[config.mk]
export PLATFORM = sky130hd
export DESIGN_NAME = sms_send_retry_sequencer
export DESIGN_NICKNAME = d
export VERILOG_FILES = /design/src/ssrs_pkg.sv /design/src/ssrs_front.sv /design/src/ssrs_queue.sv /design/src/ssrs_back.sv /design/src/sms_send_retry_sequencer.sv
export SDC_FILE = /design/constraint.sdc
export NUM_CORES = 1
export LEC_CHECK = 0
export BUFFER_PORTS_ARGS = -buffer_cell sky130_fd_sc_hd__buf_2
export CORE_MARGIN = 3
export CORE_UTILIZATION = 45
export CTS_BUF_LIST = sky130_fd_sc_hd__clkbuf_2 sky130_fd_sc_hd__clkbuf_4 sky130_fd_sc_hd__clkbuf_8
export DETAILED_ROUTE_END_ITERATION = 6
export MAX_ROUTING_LAYER = met4
export PLACE_DENSITY = 0.78
export SLEW_MARGIN = 10
export SYNTH_ARGS = -nofsm -noshare
export SYNTH_HDL_FRONTEND = slang
export SYNTH_SLANG_ARGS = --single-unit
[constraint.sdc]
create_clock -name clock -period 3.7 [get_ports clock]
set_input_delay 0.74 -clock clock [delete_from_list [all_inputs] [get_ports clock]]
set_output_delay 0.74 -clock clock [all_outputs]
set_load 0.02 [all_outputs]
[src/ssrs_pkg.sv]
// Shared types, codes and constants of the SMS send retry sequencer.
package ssrs_pkg;

   // Millisecond timer width and its saturation value
   localparam int TIMER_BITS = 16;
   localparam logic [TIMER_BITS-1:0] TIMER_MAX = '1;

   // Configuration register file
   localparam int CFG_BITS       = 16;
   localparam int CFG_INDEX_BITS = 2;
   localparam int RETRY_BITS     = 3;
   localparam int COUNT_BITS     = 4;

   localparam logic [CFG_INDEX_BITS-1:0] CSR_PROMPT_TIMEOUT   = 2'd0;
   localparam logic [CFG_INDEX_BITS-1:0] CSR_RESPONSE_TIMEOUT = 2'd1;
   localparam logic [CFG_INDEX_BITS-1:0] CSR_MAX_RETRIES      = 2'd2;

   localparam logic [CFG_BITS-1:0]   PROMPT_TIMEOUT_RESET   = 16'd5000;
   localparam logic [CFG_BITS-1:0]   RESPONSE_TIMEOUT_RESET = 16'd12000;
   localparam logic [RETRY_BITS-1:0] MAX_RETRIES_RESET      = 3'd3;

   // Queue between the classifier and the sequencer
   localparam int QUEUE_DEPTH    = 2;
   localparam int QUEUE_PTR_BITS = $clog2(QUEUE_DEPTH);
   localparam int QUEUE_CNT_BITS = $clog2(QUEUE_DEPTH + 1);

   // Item kinds
   localparam logic [1:0] OP_TICK    = 2'd0;
   localparam logic [1:0] OP_EVENT   = 2'd1;
   localparam logic [1:0] OP_REQUEST = 2'd2;

   // Modem events
   localparam logic [2:0] EV_OK      = 3'd0;
   localparam logic [2:0] EV_PROMPT  = 3'd1;
   localparam logic [2:0] EV_ERROR   = 3'd2;
   localparam logic [2:0] EV_CMS     = 3'd3;
   localparam logic [2:0] EV_CONFIRM = 3'd4;

   // Action codes
   localparam logic [2:0] ACT_NONE   = 3'd0;
   localparam logic [2:0] ACT_NUMBER = 3'd1;
   localparam logic [2:0] ACT_TEXT   = 3'd2;
   localparam logic [2:0] ACT_SENT   = 3'd3;
   localparam logic [2:0] ACT_FAIL   = 3'd4;

   // Phases
   typedef enum logic [1:0] {
      PHASE_IDLE   = 2'd0,
      PHASE_PROMPT = 2'd1,
      PHASE_RESULT = 2'd2
   } phase_type;

   // Classified commands handed from front to back
   typedef enum logic [2:0] {
      CMD_NONE,
      CMD_TICK,
      CMD_REQUEST,
      CMD_PROMPT,
      CMD_FAULT,
      CMD_DONE
   } cmd_type;

   typedef struct packed {
      logic [1:0] op;
      logic [2:0] event_kind;
   } req_type;

   typedef struct packed {
      logic [2:0]            action;
      logic [1:0]            phase_now;
      logic [COUNT_BITS-1:0] retries_used;
   } rsp_type;

   // Handshake bundle for one command transaction
   typedef struct packed {
      logic    valid;
      cmd_type cmd;
   } cmd_xfer_type;

   // Timeout register clamped to the timer range
   function automatic logic [TIMER_BITS-1:0] clamp_limit(input logic [CFG_BITS-1:0] t);
      logic [32:0] wide;
      wide = 33'(t);
      if (wide > 33'(TIMER_MAX)) begin
         return TIMER_MAX;
      end
      return wide[TIMER_BITS-1:0];
   endfunction

endpackage

[src/ssrs_front.sv]
// Front end: accepts input transactions and classifies them into commands.
module ssrs_front (
   input  logic                  req_valid,
   output logic                  req_ready,
   input  ssrs_pkg::req_type     req,
   output ssrs_pkg::cmd_xfer_type push,
   input  logic                  push_ready
);
   import ssrs_pkg::*;

   cmd_type cmd;

   // Decode item kind and event into one command
   always_comb begin
      cmd = CMD_NONE;
      unique case (req.op)
         OP_TICK:    cmd = CMD_TICK;
         OP_REQUEST: cmd = CMD_REQUEST;
         OP_EVENT: begin
            case (req.event_kind) inside
               EV_PROMPT:            cmd = CMD_PROMPT;
               EV_ERROR, EV_CMS:     cmd = CMD_FAULT;
               EV_OK, EV_CONFIRM:    cmd = CMD_DONE;
               default:              cmd = CMD_NONE;
            endcase
         end
         default: cmd = CMD_NONE;
      endcase
   end

   assign req_ready  = push_ready;
   assign push.valid = req_valid;
   assign push.cmd   = cmd;

endmodule

[src/ssrs_queue.sv]
// Short command queue that decouples the classifier from the sequencer.
module ssrs_queue (
   input  logic                   clock,
   input  logic                   reset,
   input  ssrs_pkg::cmd_xfer_type push,
   output logic                   push_ready,
   output ssrs_pkg::cmd_xfer_type head,
   input  logic                   pop_ready
);
   import ssrs_pkg::*;

   cmd_type                   entry_ff [QUEUE_DEPTH];
   logic [QUEUE_PTR_BITS-1:0] wr_ptr_ff, wr_ptr_in;
   logic [QUEUE_PTR_BITS-1:0] rd_ptr_ff, rd_ptr_in;
   logic [QUEUE_CNT_BITS-1:0] count_ff, count_in;
   logic                      do_push, do_pop;

   function automatic logic [QUEUE_PTR_BITS-1:0] bump(input logic [QUEUE_PTR_BITS-1:0] p);
      if (p == QUEUE_PTR_BITS'(QUEUE_DEPTH - 1)) begin
         return '0;
      end
      return p + 1'b1;
   endfunction

   assign push_ready = (count_ff != QUEUE_CNT_BITS'(QUEUE_DEPTH));
   assign head.valid = (count_ff != '0);
   assign head.cmd   = entry_ff[rd_ptr_ff];
   assign do_push    = push.valid & push_ready;
   assign do_pop     = head.valid & pop_ready;

   // Pointer and fill level update
   always_comb begin
      wr_ptr_in = do_push ? bump(wr_ptr_ff) : wr_ptr_ff;
      rd_ptr_in = do_pop  ? bump(rd_ptr_ff) : rd_ptr_ff;
      count_in  = count_ff;
      if (do_push && !do_pop) begin
         count_in = count_ff + 1'b1;
      end else if (do_pop && !do_push) begin
         count_in = count_ff - 1'b1;
      end
   end

   always_ff @(posedge clock) begin
      if (reset) begin
         wr_ptr_ff <= '0;
         rd_ptr_ff <= '0;
         count_ff  <= '0;
      end else begin
         wr_ptr_ff <= wr_ptr_in;
         rd_ptr_ff <= rd_ptr_in;
         count_ff  <= count_in;
      end
   end

   // Entry storage
   always_ff @(posedge clock) begin
      if (do_push) begin
         entry_ff[wr_ptr_ff] <= push.cmd;
      end
   end

endmodule

[src/ssrs_back.sv]
// Back end: phase sequencer, timer, retry count, config registers, result register.
module ssrs_back (
   input  logic                                  clock,
   input  logic                                  reset,
   input  ssrs_pkg::cmd_xfer_type                head,
   output logic                                  pop_ready,
   input  logic                                  csr_valid,
   output logic                                  csr_ready,
   input  logic [ssrs_pkg::CFG_INDEX_BITS-1:0]   csr_index,
   input  logic [ssrs_pkg::CFG_BITS-1:0]         csr_data,
   output logic                                  rsp_valid,
   input  logic                                  rsp_ready,
   output ssrs_pkg::rsp_type                     rsp
);
   import ssrs_pkg::*;

   phase_type             phase_ff, phase_in;
   logic [TIMER_BITS-1:0] elapsed_ff, elapsed_in;
   logic [COUNT_BITS-1:0] retry_ff, retry_in;
   logic [CFG_BITS-1:0]   prompt_to_ff, response_to_ff;
   logic [RETRY_BITS-1:0] max_retries_ff;
   logic                  rsp_valid_ff, rsp_valid_in;
   rsp_type               rsp_ff;

   logic                  step;
   logic                  busy;
   logic [TIMER_BITS-1:0] elapsed_inc;
   logic [TIMER_BITS-1:0] limit;
   logic                  do_retry;
   logic [COUNT_BITS-1:0] retry_next;
   logic                  give_up;
   logic                  enter_phase;
   logic [2:0]            action;

   // Take a command when the result register is free or being drained
   assign pop_ready = !rsp_valid_ff || rsp_ready;
   assign step      = head.valid & pop_ready;
   assign csr_ready = 1'b1;

   // Shared step terms
   always_comb begin
      busy        = (phase_ff != PHASE_IDLE);
      elapsed_inc = (elapsed_ff == TIMER_MAX) ? elapsed_ff : elapsed_ff + 1'b1;
      limit       = clamp_limit((phase_ff == PHASE_PROMPT) ? prompt_to_ff : response_to_ff);
      retry_next  = retry_ff + 1'b1;
      give_up     = (retry_next > {1'b0, max_retries_ff});
      do_retry    = busy && ((head.cmd == CMD_FAULT) ||
                             ((head.cmd == CMD_TICK) && (elapsed_inc >= limit)));
   end

   // Next phase
   always_comb begin
      phase_in = phase_ff;
      if (step) begin
         unique case (phase_ff)
            PHASE_IDLE: begin
               if (head.cmd == CMD_REQUEST) phase_in = PHASE_PROMPT;
            end
            PHASE_PROMPT: begin
               if (head.cmd == CMD_PROMPT)  phase_in = PHASE_RESULT;
               else if (do_retry)           phase_in = give_up ? PHASE_IDLE : PHASE_PROMPT;
            end
            PHASE_RESULT: begin
               if (head.cmd == CMD_DONE)    phase_in = PHASE_IDLE;
               else if (do_retry)           phase_in = give_up ? PHASE_IDLE : PHASE_PROMPT;
            end
            default: phase_in = PHASE_IDLE;
         endcase
      end
   end

   // Action, retry count and timer per phase
   always_comb begin
      action      = ACT_NONE;
      enter_phase = 1'b0;
      retry_in    = retry_ff;
      unique case (phase_ff)
         PHASE_IDLE: begin
            if (head.cmd == CMD_REQUEST) begin
               action      = ACT_NUMBER;
               enter_phase = 1'b1;
               retry_in    = '0;
            end
         end
         PHASE_PROMPT, PHASE_RESULT: begin
            if (phase_ff == PHASE_PROMPT && head.cmd == CMD_PROMPT) begin
               action      = ACT_TEXT;
               enter_phase = 1'b1;
            end else if (phase_ff == PHASE_RESULT && head.cmd == CMD_DONE) begin
               action      = ACT_SENT;
               enter_phase = 1'b1;
               retry_in    = '0;
            end else if (do_retry) begin
               action      = give_up ? ACT_FAIL : ACT_NUMBER;
               enter_phase = 1'b1;
               retry_in    = give_up ? '0 : retry_next;
            end
         end
         default: action = ACT_NONE;
      endcase
      if (enter_phase) begin
         elapsed_in = '0;
      end else if (busy && head.cmd == CMD_TICK) begin
         elapsed_in = elapsed_inc;
      end else begin
         elapsed_in = elapsed_ff;
      end
      rsp_valid_in = step || (rsp_valid_ff && !rsp_ready);
   end

   // Sequencer state
   always_ff @(posedge clock) begin
      if (reset) begin
         phase_ff     <= PHASE_IDLE;
         elapsed_ff   <= '0;
         retry_ff     <= '0;
         rsp_valid_ff <= 1'b0;
      end else begin
         phase_ff     <= phase_in;
         rsp_valid_ff <= rsp_valid_in;
         if (step) begin
            elapsed_ff <= elapsed_in;
            retry_ff   <= retry_in;
         end
      end
   end

   // Result register
   always_ff @(posedge clock) begin
      if (step) begin
         rsp_ff.action       <= action;
         rsp_ff.phase_now    <= phase_in;
         rsp_ff.retries_used <= retry_in;
      end
   end

   // Configuration registers
   always_ff @(posedge clock) begin
      if (reset) begin
         prompt_to_ff   <= PROMPT_TIMEOUT_RESET;
         response_to_ff <= RESPONSE_TIMEOUT_RESET;
         max_retries_ff <= MAX_RETRIES_RESET;
      end else if (csr_valid && csr_ready) begin
         unique case (csr_index)
            CSR_PROMPT_TIMEOUT:   prompt_to_ff   <= csr_data;
            CSR_RESPONSE_TIMEOUT: response_to_ff <= csr_data;
            CSR_MAX_RETRIES:      max_retries_ff <= csr_data[RETRY_BITS-1:0];
            default: ;
         endcase
      end
   end

   assign rsp_valid = rsp_valid_ff;
   assign rsp       = rsp_ff;

endmodule

[src/sms_send_retry_sequencer.sv]
// Top level of the SMS send retry sequencer: classifier, command queue, sequencer.
//
// Each req transaction (millisecond tick, modem event or send request) yields
// exactly one rsp transaction carrying the action, the phase after the step
// and the retry count. A new item is taken every cycle while the queue has
// room; each item passes through the command queue and then the result
// register of the sequencer, which updates phase, timer and retry count once
// per item. A two-entry queue between classifier and sequencer absorbs
// rsp stalls, so with rsp stalled req_ready falls once three items are held
// back, one in the result register and two in the queue. Configuration writes
// are always taken and must be issued while no transaction is in flight.
module sms_send_retry_sequencer (
   input  logic                                clock,
   input  logic                                reset,
   input  logic                                req_valid,
   output logic                                req_ready,
   input  ssrs_pkg::req_type                   req,
   output logic                                rsp_valid,
   input  logic                                rsp_ready,
   output ssrs_pkg::rsp_type                   rsp,
   input  logic                                csr_valid,
   output logic                                csr_ready,
   input  logic [ssrs_pkg::CFG_INDEX_BITS-1:0] csr_index,
   input  logic [ssrs_pkg::CFG_BITS-1:0]       csr_data
);
   import ssrs_pkg::*;

   cmd_xfer_type push, head;
   logic         push_ready, pop_ready;

   ssrs_front u_front (
      .req_valid  (req_valid),
      .req_ready  (req_ready),
      .req        (req),
      .push       (push),
      .push_ready (push_ready)
   );

   ssrs_queue u_queue (
      .clock      (clock),
      .reset      (reset),
      .push       (push),
      .push_ready (push_ready),
      .head       (head),
      .pop_ready  (pop_ready)
   );

   ssrs_back u_back (
      .clock     (clock),
      .reset     (reset),
      .head      (head),
      .pop_ready (pop_ready),
      .csr_valid (csr_valid),
      .csr_ready (csr_ready),
      .csr_index (csr_index),
      .csr_data  (csr_data),
      .rsp_valid (rsp_valid),
      .rsp_ready (rsp_ready),
      .rsp       (rsp)
   );

endmodule

; Yosys cells after proc, flatten, opt, wreduce, memory -nomap -nowiden
; Memories as Yosys holds them, arrays and structs flattened. A register that Yosys moved wholly into a read port is not among the register bits.
; Index checks and enable logic that the tools add are counted.
[totals]
ram_bits = 6
register_bits = 71
out_inout_bits = 12
word_cells = 115
memories = 1
input_bits = 28
[memory_table]
columns = name, depth, width, read_ports, rd_ports_with_merged_regs, wr, line_no
row1 = u_queue.entry_ff, 2, 3, 1, 1, 1, ssrs_queue.sv:12  ; cmd_type entry_ff [QUEUE_DEPTH];
[op_classes]
n_reduce_logical = 30
order_cmp = 2
n_addsub = 6
n_eq_ne = 17
muxes = 44
bitwise = 2
[ops]
columns = op, count
row1 = $mux 16, 4
row2 = $mux 3, 7
row3 = $mux 4, 5
row4 = $add 16x1->16 const B, 1
row5 = $eq 16x16->1 const B, 1
row6 = $ge 16x16->1, 1
row7 = $mux 1, 16
row8 = $mux 2, 7
row9 = $eq 3x2->1 const B, 4
row10 = $eq 3x3->1 const B, 3
row11 = $pmux 3 s3, 1
row12 = $logic_and 1x1->1, 8
row13 = $pmux 4 s2, 1
row14 = $reduce_and 2->1, 4
row15 = $reduce_bool 2->1, 4
row16 = $eq 2x1->1 const B, 3
row17 = $eq 2x2->1 const B, 3
row18 = $eq 3x1->1 const B, 2
row19 = $logic_not 2->1, 3
row20 = $pmux 2 s3, 1
row21 = $pmux 3 s2, 1
row22 = $reduce_or 2->1, 3
row23 = $add 4x1->4 const B, 1
row24 = $gt 4x3->1, 1
row25 = other kinds (9), 16

; Logic depth before layout (Yosys ltp)
; Gate-level depths: netlist of the first run.
[logic_depth]
word_depth = 12
depth_mapped = 15
depth_no_buf = 15

; By module
; A second synthesis of the first run with hierarchy kept.
[unflattened]
hier_cells = 485
area_unflattened_um2 = 4287.9
[by_module_without_submodules]
columns = module, cells_each, area_each_um2, n_inst, seq_area_each_um2
row1 = ssrs_back, 444, 3774.9, 1, 1431.4
row2 = ssrs_queue, 33, 436.7, 1, 280.3
row3 = ssrs_front, 8, 76.3, 1, 0.0

; Worst setup path before layout of the first run
; Ideal clock, no wire load.
[synth_timing]
path_type = register -> register
from = register u_back.elapsed_ff[0]
to = register u_back.rsp_ff, in the netlist u_back.rsp[2] (data pin)
setup_slack_ns = 0.196
required_ns = 3.435
n_path_buf = 1
arrival_time_ns = 3.239
path_stages_with_launch = 15
synth_period_minus_slack_ns = 3.504
setup_time_ns = 0.265
cell_sequence = dfxtp_1 ha_1 and4_1 nand2_1 or3_1 clkbuf_1 xnor2_1 ha_1 nand2b_1 a2111oi_0 o21a_1 o2111a_1 nor3_1 a41oi_1 o21ai_1
[synth_via]
elab_chain_cells = 10
elab_cells_between_ends = 11
classes_between = add/sub: 1 / order compare: 1 / eq/ne: 1 / mux: 5 / reduce/logical: 3
[synth_lines]
columns = item, line_no
row1 = "start, declared", ssrs_back.sv:18  ; logic [TIMER_BITS-1:0] elapsed_ff, elapsed_in;
row2 = "start signal, assigned", ssrs_back.sv:122  ; elapsed_ff <= elapsed_in;
row3 = $add 16x1->16 / $eq 16x16->1 (equally long branches), ssrs_back.sv:43  ; elapsed_inc = (elapsed_ff == TIMER_MAX) ? elapsed_ff : elapsed_ff + 1'b1;
row4 = $mux 16 *, ssrs_back.sv:43
row5 = $ge 16x16->1 *, ssrs_back.sv:48  ; ((head.cmd == CMD_TICK) && (elapsed_inc >= limit)));
row6 = $logic_and 1x1->1 *, ssrs_back.sv:48
row7 = $logic_or 1x1->1 *, ssrs_back.sv:47  ; do_retry = busy && ((head.cmd == CMD_FAULT) ||
row8 = $logic_and 1x1->1 *, ssrs_back.sv:47
row9 = $mux 4 *, ssrs_back.sv:93  ; end else if (do_retry) begin
row10 = $mux 4 *, ssrs_back.sv:89  ; end else if (phase_ff == PHASE_RESULT && head.cmd == CMD_DONE) begin
row11 = $mux 4 *, ssrs_back.sv:86  ; if (phase_ff == PHASE_PROMPT && head.cmd == CMD_PROMPT) begin
row12 = $pmux 4 s2 *, ssrs_back.sv:77  ; unique case (phase_ff)
row13 = named net u_back.retry_in[2], ssrs_back.sv:19  ; logic [COUNT_BITS-1:0] retry_ff, retry_in;
row14 = "end, declared", ssrs_back.sv:23  ; rsp_type rsp_ff;
; The timed path passes the listed nets; every way through them passes the cells marked *.
; A chain may end at the register's enable or synchronous reset.

; Final worst setup path of the first run
[layout_timing]
from = register u_back.elapsed_ff[0]
to = register u_back.elapsed_ff[8]
[layout_via]
elab_chain_cells = 12
elab_cells_between_ends = 15
classes_between = add/sub: 1 / order compare: 1 / eq/ne: 1 / mux: 7 / reduce/logical: 5
[layout_lines]
columns = item, line_no
row1 = $add 16x1->16 / $eq 16x16->1 (equally long branches), ssrs_back.sv:43
row2 = $mux 16 *, ssrs_back.sv:43
row3 = $ge 16x16->1, ssrs_back.sv:48
row4 = $logic_and 1x1->1, ssrs_back.sv:48
row5 = $logic_or 1x1->1, ssrs_back.sv:47
row6 = $logic_and 1x1->1, ssrs_back.sv:47
row7 = $mux 1, ssrs_back.sv:93
row8 = $mux 1, ssrs_back.sv:89
row9 = $mux 1, ssrs_back.sv:86
row10 = $pmux 1 s2, ssrs_back.sv:77
row11 = $reduce_bool 2->1 (no line), --
row12 = $reduce_and 2->1 (no line), --
; Mark *: on every way between the ends. The rest lies on a longest branch, timed or not. The select of a mux whose other input is x is not followed.

==> flow_metrics.py, run 1 <==
metrics = {
    "status": {
        "outcome": "completed",
    },
    "global_route": {
        "antenna_found_initial": 0,
        "grt.total_usage_pct": 19.2,
        "grt_overflow_total": 0,
        "grt_first_pass_wirelength_mm": 15.7,
        "grt_pass1_vias": 3359,
        "grt_max_degree": 31,
    },
    "finish": {
        "layout-drive-gt1-share_pct": 16.4,
        "fill_cells": 809,
        "area_growth_pct": 11.9,
        "final_nets": 567,
        "multi_input_area_um2": 2420,
        "n_antenna_cell": 0,
        "seq_area_um2": 1710,
    },
    "sta": {
        "hold_viol_final": 0,
        "setup_ws_ns": 0.131,
        "worst_slew_pin_slew_ns": 1.17,
        "drv_slew": 0,
        "relSlewSlack_pct": 21.9,
        "clock.fmax_ghz": 0.280,
        "holdWs_ns": 0.459,
        "fin_skew_ns": 0.0117,
        "fin_crit_sh_pct": 96.5,
        "rsz0062_at_grt": "true",
        "fin_crit_ns": 3.57,
        "setup_viol": 0,
    },
    "placement": {
        "place_ws_ns": -0.103,
        "dp_hpwl_mm": 7.00,
        "numPortBuffers": 38,
        "gp_congestion": 0.879,
    },
    "logic_synthesis": {
        "yosysTopAreaCellShare_pct": 29.7,
        "syn_area_per_cell_um2": 8.90,
        "synth_edf_count": 15,
        "synth_largest_area_cell": "dfxtp_1",
        "synth_common_cells": "nand2_1, dfxtp_1, a21oi_1, nor2_1, ha_1",
        "synthArstFlopShare_pct": 0,
        "syn_nets": 531,
        "ys_seq_elements": 78,
        "ys_seq_area_share_pct": 40.3,
        "synthTopCellsByArea": "dfxtp_1, edfxtp_1, nand2_1",
        "yosysUniqueCellTypes": 60,
        "syn-instance-count": 477,
        "netlist_area_um2": 4240,
        "synth-main-ff-cell": "dfxtp_1",
        "synth_most_common_cell": "nand2_1",
        "ys_warn_count": 0,
    },
    "critical_path": {
        "crit_required_ns": 3.96,
        "worstPathMaxFanout": 17,
        "start_kind": "register",
        "end_kind": "register",
        "critPathArrivalTime_ns": 3.83,
        "crit_type": "reg -> reg",
    },
    "detailed_routing": {
        "firstDrtPassIters": 5,
        "drt_iter0_drc": 194,
        "vias": 3598,
        "drt_wl_total_mm": 9.63,
        "top_layer_used": "met4",
        "antenna_left": 0,
        "drcViolationCount": 0,
        "wl_per_cell_um": 15.4,
        "route.met2.wl_mm": 4.52,
        "met1_length_mm": 4.48,
        "met3_length_um": 492,
        "via_per_inst": 5.75,
    },
    "cts": {
        "worstSkewPairLatency_ns": 0.36,
        "hold_buffers": 0,
        "clock_path_buffers": 2,
        "cts_tree": "built",
        "cts.sinks": 78,
        "cts_buffers": 9,
        "htreeDepth": 3,
        "cts.clk_slew.worst_paths_ns": 0.09,
        "root_buffer": "clkbuf_8",
    },
    "power_and_ir_drop": {
        "leakage_nw": 1.91,
        "p_per_area_nw_per_um2": 477,
        "ir_drop_mv": 0.365,
        "power_mw": 2.27,
    },
    "floorplan": {
        "die_y_um": 103,
        "io-pin-count": 40,
        "initial_utilization_pct": 47.5,
        "std_cell_rows": 34,
        "dieArea_um2": 10600,
        "core_area_um2": 8930,
        "die_x_um": 103,
    },
    "run": {
        "cap_violations": 0,
    },
    "worst_hold_path": {
        "hold_class": "reg -> reg",
    },
}
==> worst paths after layout <==
check	slack, ns	startpoint	cells after the start	end
setup / recovery	0.13	u_back.elapsed_ff[0]$_SDFFE_PP0P_	14	u_back.elapsed_ff[8]$_SDFFE_PP0P_
hold / removal	0.46	u_back.response_to_ff[3]$_SDFFE_PP0P_	2	u_back.response_to_ff[3]$_SDFFE_PP0P_
setup reg to reg	0.13	u_back.elapsed_ff[0]$_SDFFE_PP0P_	14	u_back.elapsed_ff[8]$_SDFFE_PP0P_
hold reg to reg	0.46	u_back.response_to_ff[3]$_SDFFE_PP0P_	2	u_back.response_to_ff[3]$_SDFFE_PP0P_
==> final cells by class <==
class / count / share of cell area, %
multi-input cells: 365 / 51.0
repair buffers: 44 / 4.95
flip-flops and latches: 78 / 36.1
clock inverters: 4 / 0.632
clock buffers: 12 / 3.35
inverters: 15 / 1.19
well taps: 108 / 2.85
==> logic make-up after synthesis <==
family | synth area share (%)
fa+ha+maj | 7.67
compound gates | 17.9
other cells | 0.0884
buf+inv | 3.48
mux | 6.25
flops | 40.3
xor+xnor | 3.10
simple gates | 21.2
==> power breakdown <==
part / switching, mW / total [mW] / internal, mW
registers: 0.0597 / 1.04 / 0.976
logic: 0.389 / 0.613 / 0.224
clock network: 0.327 / 0.617 / 0.291
==> flip-flops by register name (all words and copies together), names as in the netlist, named ones only <==
register               flops
u_back.elapsed_ff         16
u_back.max_retries_ff      3
u_back.phase_ff            2
u_back.prompt_to_ff       16
u_back.response_to_ff     16
u_back.retry_ff            4
u_back.rsp                 9
u_back.rsp_valid           1
u_queue.count_ff           2
u_queue.entry_ff           6
u_queue.rd_ptr_ff          1
u_queue.wr_ptr_ff          1
==> metal layers <==
metal  GRT usage [%]  up-vias
li1                -     1774
met1            25.7     1719
met2            29.2       92
met3            4.13       13
met4            5.88        0
met5               -        -
==> worst max-delay path: stages, from the launching register on <==
cell and delay [ns]:
dfxtp_1 0.36, ha_1 0.20, and4_2 0.29, nand2_1 0.12, or3_4 0.46, nand4_1 0.14, xnor2_1 0.11, ha_1 0.30
o21a_1 0.10, o21ai_0 0.08, o21a_1 0.22, o2111a_2 0.32, o31a_4 0.43, a21boi_2 0.18, a21o_1 0.14
==> cells in the final DEF, fill, tap and decap left out, types with 4 or more instances in the layout <==
cell type and n:
nand2_1 90, dfxtp_1 62, a21oi_1 38, buf_2 38, ha_1 26, nor2_1 25, nand3_1 23, mux2i_1 22
inv_1 15, edfxtp_1 15, a22o_1 14, clkbuf_8 11, o21ai_0 9, xnor2_1 9, nand2b_1 8, and3_1 8
nor3_1 6, xor2_1 6, buf_4 6, o21a_1 5, nor2b_1 5, o21ai_1 5, a21o_1 4
==> repair_timing <==
item / 4_1_cts / 5_1_grt
pin swaps: 0 / 1
endpoints found under the hold margin: 0 / 0
endpoints found under the setup margin: 4 / 14
buffers inserted: 0 / 0
gates resized for setup: 3 / 8
==> per-stage QoR <==
step           utilization [%]  TNS (ns)  cells  area [um2]
6_report                  53.2         0    626        4750
5_1_grt                   53.2   -0.0210    626        4750
4_1_cts                   52.8         0    626        4720
3_5_place_dp              50.6    -0.146    610        4520
3_3_place_gp              50.6         0    610        4520
2_1_floorplan                -         0    477        4240
Power figures use the tool's default switching activity.
==> run 2, diff against run 1 <==
Settings changed: BUFFER_PORTS_ARGS -buffer_cell sky130_fd_sc_hd__buf_2 to default, DONT_BUFFER_PORTS from default to 1, PLACE_DENSITY 0.78 to 0.74.
==> run 2 against run 1 <==
  * Power is 1.7% higher
  * Core utilization is 1.7 points lower
  * Sequential power grew 6%
  * Sequential cell count stayed put
  * Register-to-register slack improved by 0.099 ns
  * Via count is 6.4% lower
  * Clock power up 14%
  * Routed wire length is 2.4% lower
  * Non-clock buffer count shrank 37
  * Largest cell class unchanged
  * Highest routed layer unchanged
  * First-iteration DRC count shrank 18%
==> flow_metrics.py, run 2 (same netlist as run 1, synthesis figures left out) <==
metrics = {
    "status": {
        "outcome": "completed",
    },
    "run": {
        "cap_violations": 0,
    },
    "floorplan": {
        "die_x_um": 103,
        "io-pin-count": 40,
        "die_y_um": 103,
        "std_cell_rows": 34,
        "core_area_um2": 8930,
        "dieArea_um2": 10600,
        "initial_utilization_pct": 47.5,
    },
    "cts": {
        "hold_buffers": 0,
        "cts_buffers": 9,
        "worstSkewPairLatency_ns": 0.35,
        "cts_tree": "built",
        "cts_setup_buffers": 0,
        "cts_resized": 0,
        "clock_path_buffers": 2,
        "htreeDepth": 3,
        "cts.clk_slew.worst_paths_ns": 0.08,
        "cts.sinks": 78,
        "root_buffer": "clkbuf_8",
    },
    "finish": {
        "layout-drive-gt1-share_pct": 9.77,
        "layout_commonest_cell": "nand2_1",
        "reg_top3": "u_back.elapsed_ff: 16 flops, u_back.prompt_to_ff: 16 flops, u_back.response_to_ff: 16 flops",
        "fill_cells": 844,
        "final_core_util_pct": 51.5,
        "n_antenna_cell": 0,
        "fin_cells": 589,
        "mostFrequentLayoutCells": "nand2_1, dfxtp_1, a21oi_1",
        "area_growth_pct": 8.40,
        "final_cell_area_um2": 4600,
        "final_nets": 530,
    },
    "critical_path": {
        "crit_required_ns": 3.79,
        "critPathArrivalTime_ns": 3.56,
        "worstPathMaxFanout": 8,
        "start_kind": "register",
        "crit_type": "reg -> reg",
        "end_kind": "register",
    },
    "placement": {
        "place_ws_ns": 0.0611,
        "numPortBuffers": 0,
        "place_area_um2": 4340,
        "place_inst": 573,
        "dp_hpwl_mm": 6.87,
        "gp_congestion": 0.863,
    },
    "detailed_routing": {
        "antenna_left": 0,
        "drt_wl_total_mm": 9.41,
        "wl_per_cell_um": 16.0,
        "via_per_inst": 5.72,
        "vias": 3368,
        "drcViolationCount": 0,
        "drt_iter0_drc": 159,
        "firstDrtPassIters": 4,
    },
    "sta": {
        "fin_crit_sh_pct": 93.8,
        "hold_viol_final": 0,
        "drv_slew": 0,
        "rsz0062_at_grt": "true",
        "relSlewSlack_pct": 27.0,
        "fin_crit_ns": 3.47,
        "clock.fmax_ghz": 0.288,
        "setup_viol": 0,
        "fin_skew_ns": 0.0192,
        "holdWs_ns": 0.451,
        "setup_ws_ns": 0.230,
        "worst_slew_pin_slew_ns": 1.09,
        "fin_tns_setup_ns": 0,
    },
    "power_and_ir_drop": {
        "leakage_nw": 1.78,
        "ir_drop_mv": 0.420,
        "power_mw": 2.30,
        "p_per_area_nw_per_um2": 501,
    },
    "global_route": {
        "antenna_found_initial": 0,
        "grt_overflow_total": 0,
        "grt_first_pass_wirelength_mm": 15.9,
        "grt_max_degree": 31,
        "grt_pass1_vias": 3371,
        "grt.total_usage_pct": 19.3,
    },
    "worst_hold_path": {
        "hold_class": "reg -> reg",
    },
}
run 2: path summary, 6_finish.rpt:
check,startpoint,end,slack (ns),cells after the start
setup / recovery,u_back.elapsed_ff[1]$_SDFFE_PP0P_,u_back.rsp[4]$_DFFE_PP_,0.23,13
hold / removal,u_back.response_to_ff[0]$_SDFFE_PP0P_,u_back.response_to_ff[0]$_SDFFE_PP0P_,0.45,2
setup reg to reg,u_back.elapsed_ff[1]$_SDFFE_PP0P_,u_back.rsp[4]$_DFFE_PP_,0.23,13
hold reg to reg,u_back.response_to_ff[0]$_SDFFE_PP0P_,u_back.response_to_ff[0]$_SDFFE_PP0P_,0.45,2
run 2: final cells by class:
cell class | instances | area (um2) | area share (%)
flip-flops and latches | 78 | 1710 | 37.2
multi-input cells | 365 | 2430 | 52.7
clock buffers | 9 | 124 | 2.69
inverters | 15 | 56.3 | 1.22
clock inverters | 7 | 95.1 | 2.07
repair buffers | 7 | 52.6 | 1.14
well taps | 108 | 135 | 2.94
run 2: power breakdown:
group	switching (mW)	internal, mW	total (mW)
logic	0.313	0.187	0.500
registers	0.119	0.980	1.10
clock network	0.323	0.382	0.705
run 2: layer usage:
metal  GRT usage [%]  wire (um)  vias up
met4            6.08         61        0
met5               -          0        -
met3            3.52        452        8
met2            30.5       4480       82
li1                -          -     1701
met1            25.2       4420     1577
run 2: worst max-delay path: stages, from the launching register on:
cell       delay [ns]
dfxtp_1          0.40
ha_1             0.22
and4_1           0.22
nand2_1          0.12
or3_4            0.46
xnor2_1          0.15
ha_1             0.28
nand2b_1         0.15
a2111oi_2        0.35
o21a_1           0.19
o2111a_2         0.28
nor2_1           0.10
mux2i_1          0.22
o21ai_1          0.08
==> run 3, diff against run 2 <==
Settings changed: CORE_UTILIZATION 45 to 54, PLACE_DENSITY 0.74 to 0.84.
==> run 3 against run 2 <==
  * Core utilization is 11 points higher
  * Routed wire length is 2.3% higher
  * Via count is 4.0% higher
  * Combinational power is 1% lower
  * Final cell count is 1.5% lower
  * Sequential power hardly changed
  * Sequential cell count stayed put
  * Worst hold slack worse by 0.0046 ns
  * Global-route usage is 4.1 points higher
  * Sequential share of layout area is 0.20 points lower
  * Highest routed layer unchanged
==> flow_metrics.py, run 3 (same netlist as run 1, synthesis figures left out) <==
metrics = {
    "global_route": {
        "antenna_found_initial": 0,
        "grt_max_degree": 31,
        "grt_overflow_total": 0,
        "grt.total_usage_pct": 23.4,
        "grt_first_pass_wirelength_mm": 16.0,
        "grt_pass1_vias": 3396,
    },
    "finish": {
        "n_antenna_cell": 0,
        "mostFrequentLayoutCells": "nand2_1, dfxtp_1, a21oi_1",
        "area_growth_pct": 9.08,
        "final_core_util_pct": 62.2,
        "layout-drive-gt1-share_pct": 10.2,
        "final_nets": 530,
        "layout_commonest_cell": "nand2_1",
        "reg_top3": "u_back.elapsed_ff: 16 flops, u_back.prompt_to_ff: 16 flops, u_back.response_to_ff: 16 flops",
        "final_cell_area_um2": 4630,
    },
    "sta": {
        "holdWs_ns": 0.447,
        "fin_crit_ns": 3.50,
        "fin_skew_ns": 0.00928,
        "hold_viol_final": 0,
        "fin_crit_sh_pct": 94.7,
        "drv_slew": 0,
        "relSlewSlack_pct": 26.5,
        "worst_slew_pin_slew_ns": 1.10,
        "clock.fmax_ghz": 0.285,
        "setup_viol": 0,
    },
    "status": {
        "outcome": "completed",
    },
    "critical_path": {
        "crit_start": "u_back.elapsed_ff[8]$_SDFFE_PP0P_",
        "r2r-end": "u_back.elapsed_ff[8]$_SDFFE_PP0P_",
        "rr_startpoint": "u_back.elapsed_ff[8]$_SDFFE_PP0P_",
        "crit_type": "reg -> reg",
        "rr_worst_depth": 14,
        "cpMaxStageDelayCell": "o31a_4",
        "slowest_delay_ns": 0.43,
        "worstPathCellList": "and3_1 > nand3_1 > nor3_2 > and3_1 > nand3_1 > o21a_1 > ha_1 > nand4_1 > nor2_1 > o2111ai_1 > o2111a_2 > o31a_4 > a21boi_2 > a21o_1",
        "end_kind": "register",
        "crit_required_ns": 3.96,
        "critPathArrivalTime_ns": 3.77,
        "start_kind": "register",
        "rrSetupSlack_ns": 0.20,
        "worstPathMaxFanout": 17,
    },
    "cts": {
        "cts_buffers": 9,
        "cts.clk_slew.worst_paths_ns": 0.09,
        "htreeDepth": 3,
        "cts.sinks": 78,
        "clock_path_buffers": 2,
        "worstSkewPairLatency_ns": 0.36,
        "cts_tree": "built",
        "hold_buffers": 0,
        "root_buffer": "clkbuf_8",
    },
    "detailed_routing": {
        "antenna_left": 0,
        "firstDrtPassIters": 5,
        "via_per_inst": 6.04,
        "wl_per_cell_um": 16.6,
        "drt_wl_total_mm": 9.62,
        "drcViolationCount": 0,
        "drt_iter0_drc": 215,
        "vias": 3504,
    },
    "worst_hold_path": {
        "worst_hold_path.endpoint": "u_queue.rd_ptr_ff$_SDFFE_PP0P_",
        "hold_class": "in -> reg",
        "hold_path_depth": 1,
        "hp-start": "reset",
    },
    "placement": {
        "gp_congestion": 0.943,
        "numPortBuffers": 0,
        "place_area_um2": 4310,
        "dp_hpwl_mm": 6.62,
    },
    "power_and_ir_drop": {
        "power_mw": 2.40,
        "p_per_area_nw_per_um2": 519,
        "ir_drop_mv": 0.395,
        "leakage_nw": 1.81,
    },
    "floorplan": {
        "core_area_um2": 7450,
        "die_y_um": 94.7,
        "io-pin-count": 40,
        "initial_utilization_pct": 57.0,
        "std_cell_rows": 31,
        "die_x_um": 94.7,
        "dieArea_um2": 8960,
    },
    "run": {
        "cap_violations": 0,
    },
}
==> run 3: cell type report <==
class	instances	area [um2]
multi-input combinational	365	2430
clock inverter	6	116
timing repair buffer	7	52.6
tap	99	124
sequential	78	1710
fill	628	2820
inverter	15	56.3
clock buffer	10	138
==> run 3: worst max path at each step <==
stage,endpoint,slack (ns),depth (start not counted)
4_1_cts,u_back.rsp[2]$_DFFE_PP_,0.07,13
2_1_floorplan,u_back.rsp[2]$_DFFE_PP_,0.20,14
6_report,u_back.elapsed_ff[8]$_SDFFE_PP0P_,0.20,14
3_5_place_dp,u_back.rsp[2]$_DFFE_PP_,-0.02,13
5_1_grt,u_back.rsp[6]$_DFFE_PP_,-0.03,14
3_3_place_gp,u_back.rsp[2]$_DFFE_PP_,0.14,13
==> run 3: repair_timing <==
action	in CTS	in global routing
resized for setup	1	11
pin swaps	0	1
endpoints found under the setup margin	1	13
setup buffers	0	2
==> run 3: stage by stage <==
stage	TNS [ns]	worst slack [ns]	std cells
6_report	0	0.196	580
5_1_grt	-0.0756	-0.0310	580
4_1_cts	0	0.0654	578
3_5_place_dp	-0.0180	-0.0180	562
3_3_place_gp	0	0.144	562
2_1_floorplan	0	0.196	477
==> run 3: layer usage <==
layer | up-vias | share of wire, % | routed length (um) | global-route usage [%]
li1 | 1700 | - | - | -
met5 | - | 0 | 0 | -
met3 | 37 | 6.0 | 575 | 5.74
met4 | 0 | 3.2 | 308 | 10.1
met1 | 1638 | 44 | 4270 | 29.5
met2 | 129 | 46 | 4470 | 35.6
==> run 3: critical path, delay by kind of cell (launching register included) <==
family	cells	cell delay (ns)
compound gates	6	1.45
fa+ha+maj	1	0.30
flops	1	0.41
simple gates	7	1.22
==> run 3: power breakdown <==
part	total, mW	internal [mW]	switching, mW
clock network	0.806	0.473	0.333
logic	0.495	0.181	0.314
registers	1.10	0.981	0.119
total	2.40	1.63	0.767
